--- src/hw/rtl/phe_pkg.sv ---
// Package for the Horner polynomial evaluator: constants, register codes, FSM states.
`default_nettype none

package phe_pkg;

  localparam int unsigned DATA_W         = 32;
  localparam int unsigned NUM_COEF_REGS  = 7;
  localparam int unsigned CNT_W          = 3;
  localparam int unsigned CFG_IDX_W      = 3;
  localparam int unsigned PROD_W         = 2 * DATA_W;
  localparam int unsigned MAX_COEFFS_DEF = 7;
  localparam int unsigned FRAC_BITS_DEF  = 16;

  typedef logic [CFG_IDX_W-1:0] cfg_idx_t;

  localparam cfg_idx_t REG_NUM_COEFFS = cfg_idx_t'(0);
  localparam cfg_idx_t REG_COEF_BASE  = cfg_idx_t'(1);

  typedef enum logic [1:0] {
    ST_IDLE,
    ST_MUL,
    ST_ADD,
    ST_DONE
  } state_e;

endpackage

`default_nettype wire

--- src/hw/rtl/polynomial_horner_eval.sv ---
// Horner polynomial evaluator, signed Q16.16, one shared multiply-add unit.
// Each coefficient takes one multiply step (ST_MUL) and one shift/add/saturate step
//   (ST_ADD), for n = min(num_coeffs, MAX_COEFFS) coefficients.
// A new item is accepted only in ST_IDLE, after the previous result has been taken.
// Reset: asynchronous, active low; clears FSM, num_coeffs and all coefficients to zero.
`default_nettype none

module polynomial_horner_eval #(
  parameter int unsigned MAX_COEFFS = phe_pkg::MAX_COEFFS_DEF,
  parameter int unsigned FRAC_BITS  = phe_pkg::FRAC_BITS_DEF
) (
  input  wire logic                          clk_i,
  input  wire logic                          rst_ni,
  // input items
  input  wire logic                          in_valid_i,
  output logic                               in_ready_o,
  input  wire logic signed [phe_pkg::DATA_W-1:0] arg_x_i,
  // result items
  output logic                               out_valid_o,
  input  wire logic                          out_ready_i,
  output logic signed [phe_pkg::DATA_W-1:0]  poly_value_o,
  output logic                               overflow_o,
  // configuration
  input  wire logic                          cfg_we_i,
  input  wire logic [phe_pkg::CFG_IDX_W-1:0] cfg_idx_i,
  input  wire logic [phe_pkg::DATA_W-1:0]    cfg_data_i
);

  import phe_pkg::*;

  localparam logic [CNT_W-1:0] MaxCnt = CNT_W'(MAX_COEFFS);
  localparam logic signed [PROD_W-1:0] SatMax = PROD_W'(64'sh0000_0000_7FFF_FFFF);
  localparam logic signed [PROD_W-1:0] SatMin = PROD_W'(-64'sh0000_0000_8000_0000);

  state_e state_q, state_d;

  logic [CNT_W-1:0]               num_coeffs_q;
  logic signed [DATA_W-1:0]       coef_q [NUM_COEF_REGS];
  logic [CNT_W-1:0]               cnt_q, cnt_d;
  logic signed [DATA_W-1:0]       x_q, x_d;
  logic signed [DATA_W-1:0]       acc_q, acc_d;
  logic                           ovf_q, ovf_d;
  logic signed [PROD_W-1:0]       prod_q, prod_d;

  logic [CNT_W-1:0]               n_eff;
  logic [CNT_W-1:0]               coef_idx;
  logic signed [PROD_W-1:0]       sum;
  logic                           in_acc;
  logic [CFG_IDX_W-1:0]           cfg_coef_idx;

  assign n_eff        = (num_coeffs_q > MaxCnt) ? MaxCnt : num_coeffs_q;
  assign coef_idx     = cnt_q - CNT_W'(1);
  assign sum          = (prod_q >>> FRAC_BITS) + PROD_W'(coef_q[coef_idx]);
  assign in_acc       = in_valid_i && in_ready_o;
  assign cfg_coef_idx = cfg_idx_i - REG_COEF_BASE;

  // configuration registers
  always_ff @(posedge clk_i or negedge rst_ni) begin
    if (!rst_ni) begin
      num_coeffs_q <= '0;
      for (int i = 0; i < NUM_COEF_REGS; i++) begin
        coef_q[i] <= '0;
      end
    end else if (cfg_we_i) begin
      if (cfg_idx_i == REG_NUM_COEFFS) begin
        num_coeffs_q <= cfg_data_i[CNT_W-1:0];
      end else begin
        coef_q[cfg_coef_idx] <= cfg_data_i;
      end
    end
  end

  always_ff @(posedge clk_i or negedge rst_ni) begin
    if (!rst_ni) begin
      state_q <= ST_IDLE;
      cnt_q   <= '0;
    end else begin
      state_q <= state_d;
      cnt_q   <= cnt_d;
    end
  end

  always_ff @(posedge clk_i) begin
    x_q    <= x_d;
    acc_q  <= acc_d;
    ovf_q  <= ovf_d;
    prod_q <= prod_d;
  end

  always_comb begin
    state_d     = state_q;
    cnt_d       = cnt_q;
    x_d         = x_q;
    acc_d       = acc_q;
    ovf_d       = ovf_q;
    prod_d      = prod_q;
    in_ready_o  = 1'b0;
    out_valid_o = 1'b0;
    unique case (state_q)
      ST_IDLE: begin
        in_ready_o = 1'b1;
        if (in_acc) begin
          x_d   = arg_x_i;
          acc_d = '0;
          ovf_d = 1'b0;
          cnt_d = n_eff;
          state_d = (n_eff == '0) ? ST_DONE : ST_MUL;
        end
      end
      ST_MUL: begin
        prod_d  = PROD_W'(acc_q) * PROD_W'(x_q);
        state_d = ST_ADD;
      end
      ST_ADD: begin
        if (sum > SatMax) begin
          acc_d = SatMax[DATA_W-1:0];
          ovf_d = 1'b1;
        end else if (sum < SatMin) begin
          acc_d = SatMin[DATA_W-1:0];
          ovf_d = 1'b1;
        end else begin
          acc_d = sum[DATA_W-1:0];
        end
        cnt_d   = cnt_q - CNT_W'(1);
        state_d = (cnt_q == CNT_W'(1)) ? ST_DONE : ST_MUL;
      end
      ST_DONE: begin
        out_valid_o = 1'b1;
        if (out_ready_i) begin
          state_d = ST_IDLE;
        end
      end
      default: state_d = ST_IDLE;
    endcase
  end

  assign poly_value_o = acc_q;
  assign overflow_o   = ovf_q;

`ifndef ASSERT_OFF
  a_ready_valid_excl: assert property (@(posedge clk_i) disable iff (!rst_ni)
    !(in_ready_o && out_valid_o))
    else $error("input ready while result pending");

  a_cnt_bound: assert property (@(posedge clk_i) disable iff (!rst_ni)
    cnt_q <= MaxCnt)
    else $error("step count above coefficient limit");

  a_add_follows_mul: assert property (@(posedge clk_i) disable iff (!rst_ni)
    state_q == ST_MUL |=> state_q == ST_ADD && $stable(cnt_q))
    else $error("multiply not followed by add step");

  a_zero_coeffs: assert property (@(posedge clk_i) disable iff (!rst_ni)
    in_acc && n_eff == '0 |=> out_valid_o && acc_q == '0 && !ovf_q)
    else $error("empty polynomial did not give zero");
`endif

endmodule

`default_nettype wire

--- config.mk ---
export PLATFORM = sky130hd
export DESIGN_NAME = polynomial_horner_eval
export DESIGN_NICKNAME = d
export VERILOG_FILES = /design/src/hw/rtl/phe_pkg.sv /design/src/hw/rtl/polynomial_horner_eval.sv
export SDC_FILE = /design/constraint.sdc
export NUM_CORES = 2
export LEC_CHECK = 0
export BUFFER_PORTS_ARGS = -buffer_cell sky130_fd_sc_hd__buf_2
export CAP_MARGIN = 10
export CORE_MARGIN = 2
export CORE_UTILIZATION = 46
export CTS_CLUSTER_DIAMETER = 80
export DETAILED_ROUTE_END_ITERATION = 8
export PLACE_DENSITY = 0.68
export SLEW_MARGIN = 10
export SYNTH_ARGS = -nofsm -noshare
export SYNTH_HDL_FRONTEND = slang
export SYNTH_SLANG_ARGS = --single-unit
export TNS_END_PERCENT = 50
--- constraint.sdc ---
create_clock -name clk_i -period 22.7 [get_ports clk_i]
set_clock_uncertainty 0.1 [all_clocks]
set_input_delay 4.54 -clock clk_i [delete_from_list [all_inputs] [get_ports clk_i]]
set_output_delay 4.54 -clock clk_i [all_outputs]
set_load 0.1 [all_outputs]
==> flow_summary.ini <==
[outcome]
status = completed

[clock_tree]
cts_tree = yes
clk_path_buf_depth = 3
postCtsSetupRepairBufs = 0
numCtsBuffers = 46
ctsHtreeMaxLevel = 2
postCtsResizedCells = 0
root_buffer = clkbuf_16
cts_sinks = 345
clk_pin_slew_ps = 60
clkLatencyLatePin_ps = 640
cts-hold-fix-buffers = 0

[setup_path]
worstPathMaxFanout = 33
cp_top_family = adder cells
cp.arrival_ps = 9590
startpoint = poly_value_o[31]
regToRegEndpoint = prod_q[63]
slowest_delay_ps = 1150
crit_path_frequent_cell = fa_1
r2r_cells = 26
r2r-start = poly_value_o[31]
reg2reg_setup_slack_ps = 13360
timing.critical_path.buf_inv = 5
worstSetupStartpointType = register
crit_required_ps = 22950
critical_path_class = register to register
end_kind = register
critPathSlowestCell = edfxtp_1

[finish]
fin_area_um2 = 56700
mostFrequentLayoutCell = fa_1
syn2layout_area_growth_pct = 6.78
final_cell_mix = fa_1, inv_1, nand2_1
drive_gt1_share_pct = 10.4
layout.nets = 6572
fin_util_pct = 49.6

[routing]
drt-vias-per-instance = 5.36
drt-initial-drc-count = 2089
wire_per_inst_um = 19.5
drcViolationCount = 0
firstDrtPassIters = 5
drt-total-wl_mm = 131
ant_nets = 0
vias = 36100

[sta]
finalCritPeriodShare_pct = 41.2
worst_pin_slew_ps = 1230
drv_slew = 0
setup_viol = 0
hold_viol = 0
period_needed_ps = 9340
grt_setup_unrepaired = false
max-slew-margin-rel_pct = 18.0
fin_tns_setup_ps = 0
fmax_mhz = 107

[logic_synthesis]
netlist.area_leader.share_pct = 40.8
yosys_warnings = 0
ys_types = 75
synth.net_count = 6612
netlist_area_um2 = 53100
synth-edff-count = 113
synth_flop_cell = dfrtp_1
yosysSeqAreaShare_pct = 17.3
synth_largest_area_cell = fa_1
synth_area_per_cell_um2 = 10.2
ys_async_sr_fraction_pct = 67.2
ys_top_cells_by_area = fa_1, dfrtp_1, inv_1, edfxtp_1, and2_1
syn_inst = 5226
ys_ff_latch = 345

[floorplan]
core_area_um2 = 114000
start_util_pct = 46.4
rows = 124
die_area_um2 = 118000
die_w_um = 344
die_h_um = 344
pin_count = 107

[job]
max_cap_violations = 0

[min_path]
hold_depth = 1
hold_path.class = register to register
hold_start = coef_q[204]
whs_endpoint = coef_q[204]

[placement]
place_congestion = 0.907
port_buffers = 106
place_area_um2 = 55100
hpwlAfterDp_mm = 101

[global_route]
grt_max_degree = 85
gr-usage-all-layers_pct = 23.5
first_global_vias = 39700
grt_pass1_wl_mm = 218
grt_overflow = 0
antenna_found_initial = 9
[through the flow]
| stage | worst slack, ps | instances | hold WS, ps |
|---|---|---|---|
| floorplan | 14150 | 5226 | 374 |
| global placement | 13500 | 6650 | 382 |
| detailed placement | 13360 | 6650 | 388 |
| CTS | 13320 | 6729 | 401 |
| global route | 12680 | 6731 | 408 |
| finish | 13360 | 6732 | 397 |
[metal layers]
| layer | track usage (%) | share of wire (%) | vias to the layer above |
|---|---|---|---|
| met5 | 0 | 0.034 | - |
| met4 | 5.09 | 2.1 | 8 |
| met3 | 3.85 | 6.6 | 166 |
| met2 | 38.1 | 47 | 940 |
| met1 | 33.4 | 44 | 19000 |
| li1 | - | - | 15900 |
[registers in the layout (all words and copies together) (netlist names)]
name and cells:
prod_q 48, poly_value_o 32, x_q 32, coef_q 224, state_q 2, num_coeffs_q 3
overflow_o 1, cnt_q 3
[worst reg2reg max path: cells and delay by family, from the launching register on]
kind	cells	cell delay, ps
AO/OA/AOI/OAI	8	1510
XOR/XNOR	1	100
adder cells (fa/ha/maj)	9	4730
buffers and inverters	5	1050
flip-flops	1	1150
AND/OR/NAND/NOR	3	470
[cell type report]
class | count | area, um^2
diodes | 3 | 7.51
flip-flops and latches | 345 | 9200
repair buffers | 192 | 1190
clock inverters | 22 | 299
inverters | 1008 | 3780
fillers | 10300 | 57700
well taps | 1512 | 1890
multi-input cells | 3593 | 39100
clock buffers | 57 | 1240
[synthesized netlist by cell type, types with 11 or more instances]
cell	number
a21oi_1	111
a31oi_1	14
mux2i_1	37
nand3_1	61
dfrtp_1	232
mux2_2	228
a211oi_1	18
clkbuf_1	252
nor2_1	117
ha_1	232
nand2_1	625
o211ai_1	12
o21bai_1	14
nor3_1	29
edfxtp_1	113
and3_1	11
mux4_2	32
nand2b_1	16
o21a_1	18
fa_1	1082
and2_1	505
nand4_1	44
xor2_1	35
buf_1	19
o21ai_0	89
inv_1	1008
xnor2_1	59
a21o_1	53
nor2b_1	44
[worst max-delay path by stage]
stage / endpoint / depth (start not counted)
after global routing: prod_q[63] / 26
after detailed placement: prod_q[63] / 26
after global placement: prod_q[63] / 26
final: prod_q[63] / 26
after CTS: prod_q[63] / 26
after floorplan: prod_q[63] / 29
[cells by family after synthesis]
group / after synthesis / synth area share, %
AND/OR/NAND/NOR: 1489 / 13.9
AO/OA/AOI/OAI: 399 / 4.84
XOR/XNOR: 94 / 1.55
flip-flops: 345 / 17.3
buffers and inverters: 1288 / 9.17
multiplexers: 297 / 6.89
adder cells (fa/ha/maj): 1314 / 46.3
Power is not shown: default switching activity piles up to over one toggle a cycle in this logic, so the estimate is an artifact.
